### config.mk
export PLATFORM = sky130hd
export DESIGN_NAME = stego_hamming_pixel_decoder
export DESIGN_NICKNAME = d
export VERILOG_FILES = /design/src/rtl/shpd_pkg.sv /design/src/rtl/shpd_front.sv /design/src/rtl/shpd_fifo.sv /design/src/rtl/shpd_back.sv /design/src/rtl/stego_hamming_pixel_decoder.sv
export SDC_FILE = /design/constraint.sdc
export NUM_CORES = 1
export LEC_CHECK = 0
export BUFFER_PORTS_ARGS = -buffer_cell sky130_fd_sc_hd__buf_4
export CAP_MARGIN = 20
export CORE_MARGIN = 2
export CORE_UTILIZATION = 55
export CTS_CLUSTER_DIAMETER = 30
export DETAILED_ROUTE_END_ITERATION = 6
export HOLD_SLACK_MARGIN = 0.03
export PLACE_DENSITY = 0.76
export SLEW_MARGIN = 40
export SYNTH_ARGS = -nofsm -noshare
export SYNTH_HDL_FRONTEND = slang
export SYNTH_SLANG_ARGS = --single-unit
### constraint.sdc
create_clock -name i_clk -period 9.27 [get_ports i_clk]
set_clock_uncertainty 0.05 [all_clocks]
set_input_delay 2.3175 -clock i_clk [delete_from_list [all_inputs] [get_ports i_clk]]
set_output_delay 2.3175 -clock i_clk [all_outputs]
set_load 0.1 [all_outputs]
### src/rtl/shpd_pkg.sv
package shpd_pkg;

    // Widest total pixel count the header can carry.
    localparam int LENGTH_BITS_DEF = 32;

    // Signature pixels, then count pixels; letters start after them.
    localparam int SIG_PIXELS    = 3;
    localparam int HEADER_PIXELS = 7;

    // Depth of the queue between the decode front and the output stage.
    localparam int QUEUE_DEPTH = 2;

    // Configuration register indexes.
    localparam logic [1:0] CFG_SIG_FIRST  = 2'd0;
    localparam logic [1:0] CFG_SIG_SECOND = 2'd1;
    localparam logic [1:0] CFG_SIG_THIRD  = 2'd2;

    localparam logic [7:0] SIG_FIRST_RST  = 8'd78;
    localparam logic [7:0] SIG_SECOND_RST = 8'd105;
    localparam logic [7:0] SIG_THIRD_RST  = 8'd99;

    typedef enum logic [1:0] {
        ST_LETTER   = 2'd0,
        ST_MISMATCH = 2'd1,
        ST_EMPTY    = 2'd2
    } t_status;

    typedef struct packed {
        logic [7:0] letter;
        t_status    status;
        logic       last;
    } t_result;

    typedef struct packed {
        logic full;
        logic empty;
    } t_queue_stat;

    // Gathers the low three bits of each byte into a 12-bit Hamming code,
    // corrects a single error and returns the data byte.
    function automatic logic [7:0] hamming_extract(input logic [31:0] px);
        logic [11:0] c;
        logic [3:0]  syn;
        c = {px[26:24], px[18:16], px[10:8], px[2:0]};
        syn[0] = c[11] ^ c[9] ^ c[7] ^ c[5] ^ c[3] ^ c[1];
        syn[1] = c[10] ^ c[9] ^ c[6] ^ c[5] ^ c[2] ^ c[1];
        syn[2] = c[8] ^ c[7] ^ c[6] ^ c[5] ^ c[0];
        syn[3] = c[4] ^ c[3] ^ c[2] ^ c[1] ^ c[0];
        // Position p lives at code bit 12-p; syndromes above 12 flip nothing.
        if (syn >= 4'd1 && syn <= 4'd12) begin
            c = c ^ (12'd1 << (4'd12 - syn));
        end
        return {c[9], c[7:5], c[3:0]};
    endfunction

endpackage

### src/rtl/shpd_front.sv
module shpd_front #(
    parameter int LENGTH_BITS = shpd_pkg::LENGTH_BITS_DEF
) (
    input  logic                i_clk,
    input  logic                i_rst_n,
    input  logic                i_cfg_we,
    input  logic [1:0]          i_cfg_index,
    input  logic [7:0]          i_cfg_wdata,
    input  logic                i_valid,
    input  logic [31:0]         i_pixel,
    input  logic                i_first,
    input  logic                i_space,
    output logic                o_ready,
    output logic                o_push,
    output shpd_pkg::t_result   o_result
);
    import shpd_pkg::*;

    localparam logic [LENGTH_BITS-1:0] SIG_END = LENGTH_BITS'(SIG_PIXELS);
    localparam logic [LENGTH_BITS-1:0] HDR_END = LENGTH_BITS'(HEADER_PIXELS);
    localparam logic [LENGTH_BITS-1:0] HDR_LAST = LENGTH_BITS'(HEADER_PIXELS - 1);

    logic [7:0]             r_sig_first;
    logic [7:0]             r_sig_second;
    logic [7:0]             r_sig_third;
    logic [LENGTH_BITS-1:0] r_idx;
    logic [LENGTH_BITS-1:0] r_total;
    logic                   r_fin;

    logic [LENGTH_BITS-1:0] n_idx;
    logic [LENGTH_BITS-1:0] n_total;
    logic                   n_fin;

    logic                   w_accept;
    logic [LENGTH_BITS-1:0] w_idx;
    logic [LENGTH_BITS-1:0] w_idx_next;
    logic [LENGTH_BITS-1:0] w_total;
    logic [LENGTH_BITS-1:0] w_total_shift;
    logic                   w_fin;
    logic [7:0]             w_byte;
    logic [7:0]             w_want;

    assign o_ready  = i_space;
    assign w_accept = i_valid && i_space;

    always_comb begin
        // A first-pixel flag restarts the image with this pixel as pixel zero.
        w_idx         = i_first ? '0 : r_idx;
        w_total       = i_first ? '0 : r_total;
        w_fin         = i_first ? 1'b0 : r_fin;
        w_idx_next    = w_idx + 1'b1;
        w_byte        = hamming_extract(i_pixel);
        w_total_shift = LENGTH_BITS'({w_total, w_byte});

        case (w_idx[1:0])
            2'd0:    w_want = r_sig_first;
            2'd1:    w_want = r_sig_second;
            default: w_want = r_sig_third;
        endcase

        n_idx           = r_idx;
        n_total         = r_total;
        n_fin           = r_fin;
        o_push          = 1'b0;
        o_result.letter = '0;
        o_result.status = ST_LETTER;
        o_result.last   = 1'b0;

        if (w_accept) begin
            n_idx   = w_idx;
            n_total = w_total;
            n_fin   = w_fin;
            if (!w_fin) begin
                n_idx = w_idx_next;
                if (w_idx < SIG_END) begin
                    if (w_byte != w_want) begin
                        n_fin           = 1'b1;
                        o_push          = 1'b1;
                        o_result.status = ST_MISMATCH;
                        o_result.last   = 1'b1;
                    end
                end else if (w_idx < HDR_END) begin
                    n_total = w_total_shift;
                    if (w_idx == HDR_LAST && w_total_shift <= HDR_END) begin
                        n_fin           = 1'b1;
                        o_push          = 1'b1;
                        o_result.status = ST_EMPTY;
                        o_result.last   = 1'b1;
                    end
                end else if (w_idx < w_total) begin
                    o_push          = 1'b1;
                    o_result.letter = w_byte;
                    o_result.last   = (w_idx_next == w_total);
                    n_fin           = (w_idx_next == w_total);
                end else begin
                    n_fin = 1'b1;
                end
            end
        end
    end

    always_ff @(posedge i_clk) begin
        if (!i_rst_n) begin
            r_sig_first  <= SIG_FIRST_RST;
            r_sig_second <= SIG_SECOND_RST;
            r_sig_third  <= SIG_THIRD_RST;
            r_idx        <= '0;
            r_total      <= '0;
            r_fin        <= 1'b0;
        end else begin
            if (i_cfg_we) begin
                case (i_cfg_index)
                    CFG_SIG_FIRST:  r_sig_first  <= i_cfg_wdata;
                    CFG_SIG_SECOND: r_sig_second <= i_cfg_wdata;
                    CFG_SIG_THIRD:  r_sig_third  <= i_cfg_wdata;
                    default:        ;
                endcase
            end
            r_idx   <= n_idx;
            r_total <= n_total;
            r_fin   <= n_fin;
        end
    end

`ifndef SYNTH
    // The final word of an image always closes it.
    a_last_closes: assert property (@(posedge i_clk) disable iff (!i_rst_n)
        o_push && o_result.last |=> r_fin)
        else $error("final word did not close the image");

    // Status words are always the last word of their image.
    a_status_last: assert property (@(posedge i_clk) disable iff (!i_rst_n)
        o_push && o_result.status != ST_LETTER |-> o_result.last)
        else $error("status word without last");

    // A closed image ignores pixels until the next first pixel.
    a_idle_hold: assert property (@(posedge i_clk) disable iff (!i_rst_n)
        r_fin && !(w_accept && i_first) |=> $stable(r_idx) && !$past(o_push))
        else $error("pixel index moved while the image was closed");
`endif

endmodule

### src/rtl/shpd_fifo.sv
module shpd_fifo (
    input  logic                  i_clk,
    input  logic                  i_rst_n,
    input  logic                  i_push,
    input  shpd_pkg::t_result     i_data,
    input  logic                  i_pop,
    output shpd_pkg::t_result     o_data,
    output shpd_pkg::t_queue_stat o_stat
);
    import shpd_pkg::*;

    localparam int PTR_W = (QUEUE_DEPTH > 1) ? $clog2(QUEUE_DEPTH) : 1;
    localparam int CNT_W = $clog2(QUEUE_DEPTH + 1);
    localparam logic [PTR_W-1:0] PTR_LAST = PTR_W'(QUEUE_DEPTH - 1);
    localparam logic [CNT_W-1:0] CNT_FULL = CNT_W'(QUEUE_DEPTH);

    t_result          r_mem [QUEUE_DEPTH];
    logic [PTR_W-1:0] r_wr_ptr;
    logic [PTR_W-1:0] r_rd_ptr;
    logic [CNT_W-1:0] r_count;

    logic             w_push;
    logic             w_pop;

    assign o_stat.full  = (r_count == CNT_FULL);
    assign o_stat.empty = (r_count == '0);
    assign o_data       = r_mem[r_rd_ptr];
    assign w_push       = i_push && !o_stat.full;
    assign w_pop        = i_pop && !o_stat.empty;

    always_ff @(posedge i_clk) begin
        if (w_push) begin
            r_mem[r_wr_ptr] <= i_data;
        end
    end

    always_ff @(posedge i_clk) begin
        if (!i_rst_n) begin
            r_wr_ptr <= '0;
            r_rd_ptr <= '0;
            r_count  <= '0;
        end else begin
            if (w_push) begin
                r_wr_ptr <= (r_wr_ptr == PTR_LAST) ? '0 : r_wr_ptr + 1'b1;
            end
            if (w_pop) begin
                r_rd_ptr <= (r_rd_ptr == PTR_LAST) ? '0 : r_rd_ptr + 1'b1;
            end
            case ({w_push, w_pop})
                2'b10:   r_count <= r_count + 1'b1;
                2'b01:   r_count <= r_count - 1'b1;
                default: r_count <= r_count;
            endcase
        end
    end

`ifndef SYNTH
    a_no_overflow: assert property (@(posedge i_clk) disable iff (!i_rst_n)
        i_push |-> !o_stat.full)
        else $error("word pushed into a full queue");

    a_count_range: assert property (@(posedge i_clk) disable iff (!i_rst_n)
        r_count <= CNT_FULL)
        else $error("queue count out of range");
`endif

endmodule

### src/rtl/shpd_back.sv
module shpd_back (
    input  logic                  i_clk,
    input  logic                  i_rst_n,
    input  shpd_pkg::t_queue_stat i_stat,
    input  shpd_pkg::t_result     i_data,
    output logic                  o_pop,
    input  logic                  i_tready,
    output logic                  o_tvalid,
    output logic [7:0]            o_tdata,
    output logic [1:0]            o_tuser,
    output logic                  o_tlast
);
    import shpd_pkg::*;

    logic    r_valid;
    t_result r_word;

    // The output register reloads from a non-empty queue whenever it is empty or being taken.
    assign o_pop    = !i_stat.empty && (!r_valid || i_tready);
    assign o_tvalid = r_valid;
    assign o_tdata  = r_word.letter;
    assign o_tuser  = r_word.status;
    assign o_tlast  = r_word.last;

    always_ff @(posedge i_clk) begin
        if (o_pop) begin
            r_word <= i_data;
        end
    end

    always_ff @(posedge i_clk) begin
        if (!i_rst_n) begin
            r_valid <= 1'b0;
        end else if (o_pop) begin
            r_valid <= 1'b1;
        end else if (i_tready) begin
            r_valid <= 1'b0;
        end
    end

endmodule

### src/rtl/stego_hamming_pixel_decoder.sv
// Channel   Direction  Payload
// s_axis    in         tdata[31:0] pixel_word; tuser[0] first_pixel
// m_axis    out        tdata[7:0] letter; tuser[1:0] status; tlast last
// cfg       in         i_cfg_index selects a signature byte, i_cfg_wdata[7:0]
//
// One pixel word is taken every cycle while the queue has room; the decode front
// is combinational and writes into the queue, which the output register reads.
// A two-word queue sits between them, so input stalls only once it fills.
// Reset is synchronous and active low; it restores the signature bytes.
// Pixels that yield no result (matching signature pixels, count pixels that do not end the image) leave nothing queued.
module stego_hamming_pixel_decoder #(
    parameter int LENGTH_BITS = shpd_pkg::LENGTH_BITS_DEF
) (
    input  logic        i_clk,
    input  logic        i_rst_n,
    input  logic        i_cfg_we,
    input  logic [1:0]  i_cfg_index,
    input  logic [7:0]  i_cfg_wdata,
    input  logic        s_axis_tvalid,
    output logic        s_axis_tready,
    input  logic [31:0] s_axis_tdata,   // [31:0] pixel_word
    input  logic [0:0]  s_axis_tuser,   // [0] first_pixel
    output logic        m_axis_tvalid,
    input  logic        m_axis_tready,
    output logic [7:0]  m_axis_tdata,   // [7:0] letter
    output logic [1:0]  m_axis_tuser,   // [1:0] status
    output logic        m_axis_tlast
);
    import shpd_pkg::*;

    logic        w_push;
    logic        w_pop;
    t_result     w_front_word;
    t_result     w_head_word;
    t_queue_stat w_stat;

    shpd_front #(
        .LENGTH_BITS(LENGTH_BITS)
    ) u_front (
        .i_clk       (i_clk),
        .i_rst_n     (i_rst_n),
        .i_cfg_we    (i_cfg_we),
        .i_cfg_index (i_cfg_index),
        .i_cfg_wdata (i_cfg_wdata),
        .i_valid     (s_axis_tvalid),
        .i_pixel     (s_axis_tdata),
        .i_first     (s_axis_tuser[0]),
        .i_space     (!w_stat.full),
        .o_ready     (s_axis_tready),
        .o_push      (w_push),
        .o_result    (w_front_word)
    );

    shpd_fifo u_fifo (
        .i_clk   (i_clk),
        .i_rst_n (i_rst_n),
        .i_push  (w_push),
        .i_data  (w_front_word),
        .i_pop   (w_pop),
        .o_data  (w_head_word),
        .o_stat  (w_stat)
    );

    shpd_back u_back (
        .i_clk    (i_clk),
        .i_rst_n  (i_rst_n),
        .i_stat   (w_stat),
        .i_data   (w_head_word),
        .o_pop    (w_pop),
        .i_tready (m_axis_tready),
        .o_tvalid (m_axis_tvalid),
        .o_tdata  (m_axis_tdata),
        .o_tuser  (m_axis_tuser),
        .o_tlast  (m_axis_tlast)
    );

endmodule

==> metrics.txt, run 1 <==
layout cell share with drive strength beyond 1 11.7%; io pins 61; Startpoint Class input pin; unique cell type count in the Yosys netlist 67; #FFs+latches synth 127; final setup vio count 0; Yosys top cell by area dfxtp_1; critical path required time 9.57 ns; DRC 0; Worst Hold Depth 2; HPWL after DPL 14,600 µm; FF-to-FF path depth 13; Mapped Cells 972; Power Internal 0.00125 W; critical-path cell list buf_4 -> buf_4 -> nor2b_1 -> inv_1 -> ha_1 -> a21o_1 -> a21o_1 -> a21o_1 -> a21o_1 -> a21oi_1 -> o211ai_1 -> or3b_1 -> o211a_1 -> nor3_2 -> inv_1 -> ha_1 -> or3_1 -> a21oi_1; Worst-Skew Late Latency 0.42 ns; WP buf/inv 4; min cycle time layout 6.62 ns; Ys Warns 0; Final Hold Viols 0; CP endpoint kind flip-flop; Post-synth top flop dfxtp_1; Worst Path Max Fanout 70; hold bufs inserted after CTS 0; chip width ~130 µm; routed via count ~7,200; Final ANT Viol Nets 0; CTS Buf Count 17; peak supply drop 171 µV; CP most frequent cell a21o_1; Sum Neg Setup Slack 0 ns; # rows 44; worst slack at placement ~2.3 ns; CP top delay family simple AND/OR/NAND/NOR gates; Synth Cell Area 8270 µm²; CTS root buffer clkbuf_16; CP Class input pin to flip-flop; Clock Path Buffers 2; Gate power share 28.4%; post-DR wirelength/cell 18.1 µm; Mean Syn Cell Area 8.51 µm²; Initial DRC Count 913; final RePlAce weighted congestion 0.992; RSZ-0062 raised after global routing no; antenna violations before repair 0; Final Cell Area 9250 µm²; die area 16,000 µm²; Pwr Density 209 nW/µm²; Worst Hold Margin 0.414 ns; measured slew at the worst slew-check pin 0.789 ns; PortBufs 40; core region area 14,600 µm²; P&R area growth vs syn 11.9%; first-pass GRT wire length 35,200 µm; CTS clk-pin slew, worst paths 0.06 ns; clock group share of total power 36.8%; Synth top area share 22.8%; outcome finished, final reports clean; Setup WS post-layout about 2.7 ns; worst hold-check path type flip-flop to flip-flop; Via density 6.20; synth top area cells dfxtp_1 (23%), edfxtp_1 (12%), ha_1 (5.8%); Initial Util 56.7%; postcts setup bufs 0; Placed Area 8620 µm²; Tcrit/Tclk final 71.4%; Net Switching 0.000683 W; Slew Limit Fails 0; slowest stage cell on the critical path buf_4; Clock Sinks about 130; diodes inserted 0; Mapped Nets 1,058; max_slew headroom 46.9%; CTS tree done; max-cap violations 0; Sw Ratio 35.3%; vias in the first global route 6,837; Max stage delay on crit path 0.61 ns; Nets 1,057; drt first pass iters 6; fraction of registers with async set/reset 0%; Levels on crit path 18; Post-synth EDFFs 33; total power between 0.0015 and 0.002 W; Flop pwr share 34.8%; leakage 3.58 nW; Highest Clock Rate ~0.15 GHz; CTS resizes 0; GRT Total Usage a little over a quarter; sequential element share of the synthesized area a little over a third; CP arrival 6.92 ns; pin count of the biggest net entering global routing 80; Clock H-tree levels 4; total grt overflow 0; Die Ht roughly 130 µm; final wirelength 21,200 µm
==> metal layers <==
layer  vias to the layer above  wire length, µm  global-route usage [%]
met3                        51             1590                    6.03
met5                         -                0                       0
met4                         0              472                    9.63
met1                      3430             9310                    38.1
met2                       274             9810                    42.3
li1                       3486                -                       -
==> final cells by class <==
cell class | count | area (µm²)
Clock buffer | 20 | 489
Clock inverter | 12 | 141
Fill cell | 1259 | 5340
Inverter | 18 | 67.6
Multi-Input combinational cell | 757 | 5070
Sequential cell | 127 | 2870
Tap cell | 184 | 230
Timing Repair Buffer | 50 | 379
==> power by group through the flow <==
stage / clock (W) / combinational [W] / sequential, W
2_1_floorplan: 0 / 0.000290 / 0.000812
3_3_place_gp: 0 / 0.000532 / 0.000683
3_5_place_dp: 0 / 0.000540 / 0.000685
4_1_cts: 0.000719 / 0.000548 / 0.000673
5_1_grt: 0.000746 / 0.000587 / 0.000680
6_report: 0.000712 / 0.000551 / 0.000674
==> synth_stat cells (all sizes together) (4+ instances only) <==
master	number
nand2	107
nand4	14
nor3	28
dfxtp	94
buf	19
and4	4
xnor2	42
nand2b	13
nand3	20
nor4	22
or3	8
a22oi	40
nor2b	36
xor2	22
mux2	13
nor2	105
o211ai	4
or4	4
xnor3	10
ha	38
mux2i	22
a211oi	6
edfxtp	33
clkbuf	51
and2	9
o21a	5
and3	10
a32oi	10
a31oi	5
inv	18
a21oi	41
o21ai	66
o2111ai	4
a21o	13
==> placed cells by master (no fill, tap or decap), drive strengths merged, types with 13 or more instances in the layout <==
cell    instances
nand3          20
o21ai          66
nand4          14
a21o           13
nand2         107
ha             38
xnor2          42
nor4           22
inv            24
nor2          105
xor2           22
clkbuf         20
a22oi          40
nor3           28
a21oi          41
nand2b         13
dfxtp          94
edfxtp         33
buf            50
nor2b          36
mux2           13
mux2i          22
==> logic make-up (layout without fill, tap and decap cells) <==
| logic type | Yosys count | after routing | synth area share, % |
|---|---|---|---|
| xor gates and xnor gates | 76 | 76 | 10.6 |
| AOI/OAI and AO/OA | 212 | 212 | 16.6 |
| DFF | 127 | 127 | 34.7 |
| muxes | 35 | 35 | 4.43 |
| buffers and inverters | 88 | 100 | 4.21 |
| and+or+nand+nor | 396 | 396 | 23.7 |
| adders and majority gates | 38 | 38 | 5.75 |
==> worst min-delay path: cells and delay by family (launching register included) <==
family	cells	cell delay, ns
simple gates	1	0.05
compound gates	1	0.05
flops	1	0.31
==> worst paths after layout <==
check | startpoint | endpoint | slack [ns]
setup / recovery | s_axis_tuser | u_fifo.r_count[1] | 2.65
hold / removal | u_front.r_sig_third[7] | u_front.r_sig_third[7] | 0.41
setup reg to reg | u_front.r_idx[1] | u_front.r_fin | 4.74
hold reg to reg | u_front.r_sig_third[7] | u_front.r_sig_third[7] | 0.41
==> flip-flops by register name (all words and copies together), names as in the netlist <==
register and flops:
u_front.r_idx 32, u_front.r_total 32, u_fifo.r_mem 22, u_back.o_tdata 8
u_front.r_sig_first 8, u_front.r_sig_second 8, u_front.r_sig_third 8, u_back.o_tuser 2
u_fifo.r_count 2, u_back.o_tlast 1, u_back.o_tvalid 1, u_fifo.r_rd_ptr 1
u_fifo.r_wr_ptr 1, u_front.r_fin 1
==> through the flow <==
| stage | instances | utilization (%) |
|---|---|---|
| 2_1_floorplan | 972 | - |
| 3_3_place_gp | 1136 | 59.0 |
| 3_5_place_dp | 1136 | 59.1 |
| 4_1_cts | 1168 | 63.4 |
| 5_1_grt | 1168 | 63.4 |
| 6_report | 1168 | 63.4 |
Power figures use the tool's default switching activity.
==> run 2: changes to the inputs <==
--- a/config.mk
+++ b/config.mk
@@ -5,6 +5,7 @@
 export SDC_FILE = /design/constraint.sdc
 export NUM_CORES = 1
 export LEC_CHECK = 0
+export ABC_AREA = 1
 export BUFFER_PORTS_ARGS = -buffer_cell sky130_fd_sc_hd__buf_4
 export CAP_MARGIN = 20
 export CORE_MARGIN = 2
==> constraint.sdc (replaced) <==
create_clock -name i_clk -period 6.7 [get_ports i_clk]
set_clock_uncertainty 0.05 [all_clocks]
set_input_delay 1.675 -clock i_clk [delete_from_list [all_inputs] [get_ports i_clk]]
set_output_delay 1.675 -clock i_clk [all_outputs]
set_load 0.1 [all_outputs]
==> run 2 against run 1 <==
Net effect: final cell count increased by 23%; combinational power up 100%; sequential power grew 56%; first-iteration DRC count decreased by 2.2%; synthesized area barely moved; routed wire length increased by 6.6%; die area is essentially flat; via count is 12% higher; non-clock buffer count fell by 3; largest cell class unchanged.
==> metrics.txt, run 2 <==
outcome finished, final reports clean; drt first pass iters 5 (-1); register-to-register path setup slack 3.17 ns (-1.57 ns); Pwr Density 332 nW/µm² (+59%); cell with the most instances after synthesis nand2_1; PortBufs 40 (unchanged); layout cell share with drive strength beyond 1 8.05% (-3.6 points); metal3 WL 1730 µm (+8.9%); Initial Util 56.7% (about the same); io pins 61 (unchanged); CP Class input pin to flip-flop; Nets 1,328 (+26%); Die Ht 127 µm (about the same); Setup WS post-layout 1.61 ns (-1.04 ns); measured slew at the worst slew-check pin 0.814 ns (+0.0251 ns); Ys Warns 0 (unchanged); CTS Buf Count 17 (unchanged); leakage 4.15 nW (+16%); max_slew headroom 45.7% (-1.2 points); die area 16,000 µm² (about the same); peak supply drop 295 µV (+73%); commonest cells in the synthesized netlist nand2_1 (345), inv_1 (138), nor2_1 (121), a21oi_1 (108), dfxtp_1 (94); Final Cell Area 9260 µm² (+0.11%); CTS root buffer clkbuf_16; Post-synth EDFFs 33 (unchanged); final wirelength 22,600 µm (+6.6%); Mapped Nets 1,298 (+23%); vias in the first global route 7,314 (+7.0%); Top Registers u_front.r_idx x32, u_front.r_total x32, u_fifo.r_mem x22; sequential element share of the synthesized area 34.7% (about the same); Via density 5.62 (-9.4%); max layer used met4; unique cell type count in the Yosys netlist 42 (-37%); min cycle time layout 5.09 ns; postcts setup bufs 0 (unchanged); Net Switching 0.00126 W (+84%); hold bufs inserted after CTS 0 (unchanged); core region area 14,600 µm² (unchanged); Placed Area 8690 µm² (+0.81%); GRT Total Usage 28.9% (+1.5 points); P&R area growth vs syn 11.9% (about the same); diodes inserted 0 (unchanged); Sum Neg Setup Slack 0 ns (unchanged); Clock Path Buffers 2 (unchanged); HPWL after DPL 16,100 µm (+11%); Post-synth top flop dfxtp_1; total grt overflow 0 (unchanged); Clock Sinks 127 (unchanged); Final ANT Viol Nets 0 (unchanged); CP endpoint kind flip-flop; Sw Ratio 41.0% (+5.7 points); pin count of the biggest net entering global routing 52 (-35%); CTS tree done; Clock H-tree levels 4 (unchanged); Flop pwr share 34.2% (-0.6 points); Gate power share 36.2% (+7.8 points); Worst Path Max Fanout 31 (-56%); Slew Limit Fails 0 (unchanged); fillcell total 1,308 (+3.9%); Mean Syn Cell Area 6.83 µm² (-20%); worst slack at placement 1.18 ns (-1.16 ns); Synth Cell Area 8270 µm² (about the same); most frequent cells in the layout nand2_1 (345), inv_1 (138), nor2_1 (119); routed via count 8,083 (+12%); most common library cell in the layout ignoring fill and taps nand2_1; max-cap violations 0 (unchanged); Reg area 2870 µm² (unchanged); clock group share of total power 29.6% (-7.2 points); worst hold-check path type flip-flop to flip-flop; RSZ-0062 raised after global routing no; DRC 0 (unchanged); final RePlAce weighted congestion 0.993 (about the same); Power Internal 0.00181 W (+45%); fraction of registers with async set/reset 0% (unchanged); Final Hold Viols 0 (unchanged); #FFs+latches synth 127 (unchanged); fin util 63.5% (+0.069 points); # rows 44 (unchanged); wire length on met1 10,400 µm (+12%); antenna violations before repair 0 (unchanged); met2 WL 10000 µm (+1.9%); Synth top area share 22.7% (about the same); first-pass GRT wire length 37,000 µm (+5.1%); critical path required time 6.78 ns (-2.79 ns); CTS clk-pin slew, worst paths 0.06 ns (about the same); Worst-Skew Late Latency 0.42 ns (about the same); Startpoint Class input pin; final setup vio count 0 (unchanged); chip width 127 µm (about the same); Tcrit/Tclk final around three quarters; multi-input combinational cell area 4680 µm² (-7.6%); Highest Clock Rate 0.197 GHz; CTS resizes 0 (unchanged); Mapped Cells 1,212 (+25%); synth top area cells dfxtp_1 (23%), nand2_1 (16%), edfxtp_1 (12%); CP arrival 5.17 ns (-1.75 ns); Yosys top cell by area dfxtp_1; post-DR wirelength/cell 15.7 µm (-14%); Initial DRC Count 893 (-2.2%)
## run 2: cell count changes after synthesis, sizes merged, moves of 15 or more
cell / previous run / this run
nor2b: 36 / 0
nand3: 20 / 55
inv: 18 / 143
a21oi: 41 / 108
nor2: 105 / 126
clkbuf: 51 / 23
xor2: 22 / 41
nor4: 22 / 7
mux2i: 22 / 1
nand2: 107 / 348
a22oi: 40 / 0
o211ai: 4 / 21
xnor2: 42 / 15
## run 2: kinds of logic (layout without fill, tap and decap cells)
group                    Yosys count  after routing  share of synthesized area [%]
multiplexers                       1              1                          0.121
flip-flops                       127            127                           34.7
XOR/XNOR                          56             56                           5.93
AND/OR/NAND/NOR                  586            586                           29.7
adder cells (fa/ha/maj)           38             38                           5.75
AO/OA/AOI/OAI                    223            223                           15.0
buffers and inverters            181            224                           8.85
## run 2: critical path: stages
cell	delay [ns]
buf_4	0.37
inv_2	0.23
nand2_1	0.51
inv_1	0.18
ha_1	0.33
a21oi_1	0.13
o21ai_0	0.11
nand4_1	0.09
o211ai_1	0.09
nand3_1	0.07
nand2_1	0.10
nand2_1	0.08
a21boi_0	0.07
nor2_1	0.13
nand2_1	0.10
nand3_1	0.13
nand2_1	0.12
nor2_1	0.40
buf_4	0.25
## run 2: routing by layer
| metal | track usage (%) | up-vias |
|---|---|---|
| li1 | - | 4054 |
| met1 | 41.2 | 3668 |
| met2 | 45.2 | 330 |
| met3 | 5.10 | 31 |
| met4 | 8.02 | 0 |
| met5 | 0 | - |
## run 2: final timing paths
check,startpoint,depth (start not counted),to
setup reg to reg,u_front.r_idx[1],16,u_fifo.r_mem[0][0]
hold / removal,u_front.r_sig_third[4],2,u_front.r_sig_third[4]
setup / recovery,s_axis_tuser,19,u_fifo.r_mem[0][5]
hold reg to reg,u_front.r_sig_third[4],2,u_front.r_sig_third[4]
## run 2: cell type report
cell class,count,share of cell area [%]
clock buffer,20,4.72
clock inverter,12,1.49
inverter,145,5.90
multi-input combinational,904,50.6
sequential,127,31.0
tap,184,2.49
timing repair buffer,47,3.81
## run 2: power by group through the flow
stage	Combinational [W]	Sequential, W	Clock (W)
2_1_floorplan	0.000587	0.00132	0
3_3_place_gp	0.00107	0.00106	0
3_5_place_dp	0.00110	0.00106	0
4_1_cts	0.00111	0.00105	0.000920
5_1_grt	0.00122	0.00106	0.000960
6_report	0.00111	0.00105	0.000911
## run 2: per-stage QoR
| step | hold slack (ns) | power (W) | cells |
|---|---|---|---|
| 6_report | 0.399 | 0.00307 | 1439 |
| 4_1_cts | 0.401 | 0.00307 | 1439 |
| 2_1_floorplan | 0.375 | 0.00190 | 1212 |
| 3_3_place_gp | 0.385 | 0.00213 | 1407 |
| 3_5_place_dp | 0.392 | 0.00216 | 1407 |
| 5_1_grt | 0.423 | 0.00324 | 1439 |
==> run 3: changes to the inputs <==
--- a/config.mk
+++ b/config.mk
@@ -5,7 +5,7 @@
 export SDC_FILE = /design/constraint.sdc
 export NUM_CORES = 1
 export LEC_CHECK = 0
-export ABC_AREA = 1
+export ABC_AREA = 0
 export BUFFER_PORTS_ARGS = -buffer_cell sky130_fd_sc_hd__buf_4
 export CAP_MARGIN = 20
 export CORE_MARGIN = 2
@@ -13,7 +13,7 @@
 export CTS_CLUSTER_DIAMETER = 30
 export DETAILED_ROUTE_END_ITERATION = 6
 export HOLD_SLACK_MARGIN = 0.03
-export PLACE_DENSITY = 0.76
+export PLACE_DENSITY = 0.79
 export SLEW_MARGIN = 40
 export SYNTH_ARGS = -nofsm -noshare
 export SYNTH_HDL_FRONTEND = slang
==> constraint.sdc (replaced) <==
create_clock -name i_clk -period 4.4 [get_ports i_clk]
set_clock_uncertainty 0.05 [all_clocks]
set_input_delay 1.1 -clock i_clk [delete_from_list [all_inputs] [get_ports i_clk]]
set_output_delay 1.1 -clock i_clk [all_outputs]
set_load 0.1 [all_outputs]
==> run 3 against run 2 <==
Net effect: sequential power is 35% higher; highest routed layer unchanged; total power is 37% higher; sequential share of layout area is 3.2 points lower; combinational power is 27% higher; critical path type unchanged; non-clock buffer count is 130 higher; worst setup slack worse by 1.7 ns; register-to-register slack worse by 2.8 ns; largest power group is now sequential cells; the run now ends with negative setup slack left.
==> metrics.txt, run 3 (synthesis results as in run 1) <==
Worst Hold Margin 0.404 ns (+0.00458 ns); measured slew at the worst slew-check pin 0.758 ns (-0.0561 ns); die area 16,000 µm² (about the same); io pins 61 (unchanged); worst slack at placement -0.473 ns (-1.66 ns); max-cap violations 0 (unchanged); CP Class input pin to flip-flop; Max stage delay on crit path 0.50 ns (about the same); hold bufs inserted after CTS 0 (unchanged); final wirelength 24,800 µm (+9.7%); Via density 6.18 (+10%); dpl cells 1,255 (-11%); post-DR wirelength/cell 19.1 µm (+22%); peak supply drop 343 µV (+16%); chip width 127 µm (about the same); core region area 14,600 µm² (unchanged); Placed Area 9590 µm² (+10%); Finished Layout Cells 1,295 (-10%); pin count of the biggest net entering global routing 51 (-1.9%); Clock H-tree levels 4 (unchanged); Final ANT Viol Nets 0 (unchanged); GRT Total Usage 30.2% (+1.3 points); vias in the first global route 7,572 (+3.5%); first-pass GRT wire length 38,600 µm (+4.3%); outcome finished with violations; failing checks negative setup slack; CTS root buffer clkbuf_16; total power 0.00420 W (+37%); Final Hold Viols 0 (unchanged); worst hold-check path type flip-flop to flip-flop; drt first pass iters 6 (+1); final RePlAce weighted congestion 0.965 (-2.8%); Tcrit/Tclk final 103%; Slew Limit Fails 0 (unchanged); critical-path cell list buf_4 -> xnor2_2 -> xor3_1 -> nor2_1 -> ha_1 -> nand2b_4 -> or4_4 -> xnor2_4 -> nor4_4 -> nand3_1 -> o211a_1 -> nor3_2 -> inv_1 -> ha_4 -> xnor2_1 -> or3_1 -> a21oi_2; Final Cell Area 10,300 µm² (+11%); Startpoint Class input pin; min cycle time layout 4.53 ns; Clock Sinks 127 (unchanged); most frequent cells in the layout buf_4 (175), nand2_1 (106), nor2_1 (101); RSZ-0062 raised after global routing yes; PortBufs 40 (unchanged); slowest stage cell on the critical path xor3_1; total grt overflow 0 (unchanged); Nets 1,184 (-11%); Setup WS post-layout -0.126 ns (-1.74 ns); DRC 0 (unchanged); WP buf/inv 2 (-2); Die Ht 127 µm (about the same); HPWL after DPL 17,000 µm (+5.5%); leakage 4.22 nW (+1.6%); Top Registers u_front.r_idx x32, u_front.r_total x32, u_fifo.r_mem x22; critical path required time 4.71 ns (-2.07 ns); CP endpoint kind flip-flop; most common library cell in the layout ignoring fill and taps buf_4; CTS Buf Count 17 (unchanged); antenna violations before repair 0 (unchanged); Initial Util 56.7% (about the same); final setup vio count 9 (+9); max_slew headroom 49.4% (+3.7 points); Pwr Density 407 nW/µm² (+23%); Worst-Skew Late Latency 0.43 ns (about the same); diodes inserted 0 (unchanged); routed via count 8,002 (-1.0%); CP arrival 4.84 ns (-0.33 ns); # rows 44 (unchanged); CTS clk-pin slew, worst paths 0.06 ns (about the same); Clock Path Buffers 2 (unchanged); Worst Path Max Fanout 3 (-90%); Highest Clock Rate 0.221 GHz; Initial DRC Count 930 (+4.1%); P&R area growth vs syn 24.7%; layout cell share with drive strength beyond 1 23.2% (+15 points); CP top delay family simple AND/OR/NAND/NOR gates; CTS tree done
==> run 3: cell types whose count changed in the layout (fill, tap and decap cells not counted), sizes merged, moves of 17 or more <==
cell and change:
nor2 -21, buf +130, a21oi -67, inv -126
a22oi +40, o211ai -17, nand2 -241, xor2 -19
mux2i +21, nand3 -35, xnor2 +27, nor2b +36
==> run 3: power breakdown <==
part           leakage (nW)  internal, W  switching, W
Combinational          2.87     0.000528      0.000883
Clock                 0.267     0.000830      0.000537
Sequential             1.08      0.00134     0.0000814
==> run 3: repair_timing <==
action,4_1_cts,5_1_grt
pin swaps,9,8
setup endpoints to repair,2,24
resized for setup,4,12
buffers inserted,3,5
==> run 3: worst register-to-register path, stage by stage (launching register included) <==
cell     delay [ns]
dfxtp_1        0.35
nor2b_1        0.25
ha_1           0.27
nor2b_1        0.13
o21a_1         0.16
o21a_1         0.18
o21ai_1        0.13
a21oi_1        0.11
o41ai_1        0.46
buf_4          0.20
or3b_1         0.39
o211a_1        0.16
nor3_2         0.24
inv_1          0.11
ha_4           0.17
xnor2_1        0.12
or3_1          0.33
a21oi_2        0.11
==> run 3: final timing paths <==
| check | slack (ns) | end | from | depth (start not counted) |
|---|---|---|---|---|
| max | -0.13 | u_fifo.r_count[1] | s_axis_tdata[26] | 17 |
| min | 0.40 | u_front.r_sig_third[4] | u_front.r_sig_third[4] | 2 |
| max reg2reg | 0.41 | u_fifo.r_count[1] | u_front.r_idx[1] | 17 |
| min reg2reg | 0.40 | u_front.r_sig_third[4] | u_front.r_sig_third[4] | 2 |
==> run 3: routing by layer <==
layer / up-vias / track usage [%] / wire length (µm)
met3: 86 / 5.27 / 1670
met2: 363 / 49.1 / 11700
met1: 3813 / 39.6 / 10400
met4: 0 / 13.1 / 1000
li1: 3740 / - / -
met5: - / 0 / 0
==> run 3: final cells by class <==
type / instances / area, µm²
Clock inverter: 11 / 120
Sequential cell: 127 / 2870
Tap cell: 184 / 230
Timing Repair Buffer: 177 / 1350
Clock buffer: 21 / 440
Inverter: 18 / 70.1
Fill cell: 1041 / 4280
Multi-Input combinational cell: 757 / 5220
==> run 3: stage by stage <==
| stage | utilization, % | setup TNS [ns] |
|---|---|---|
| after floorplan | - | -9.33 |
| after global routing | 70.7 | -2.38 |
| after detailed placement | 65.7 | -8.00 |
| final | 70.7 | -0.154 |
| after CTS | 69.9 | -0.0129 |
| after global placement | 65.7 | -6.03 |
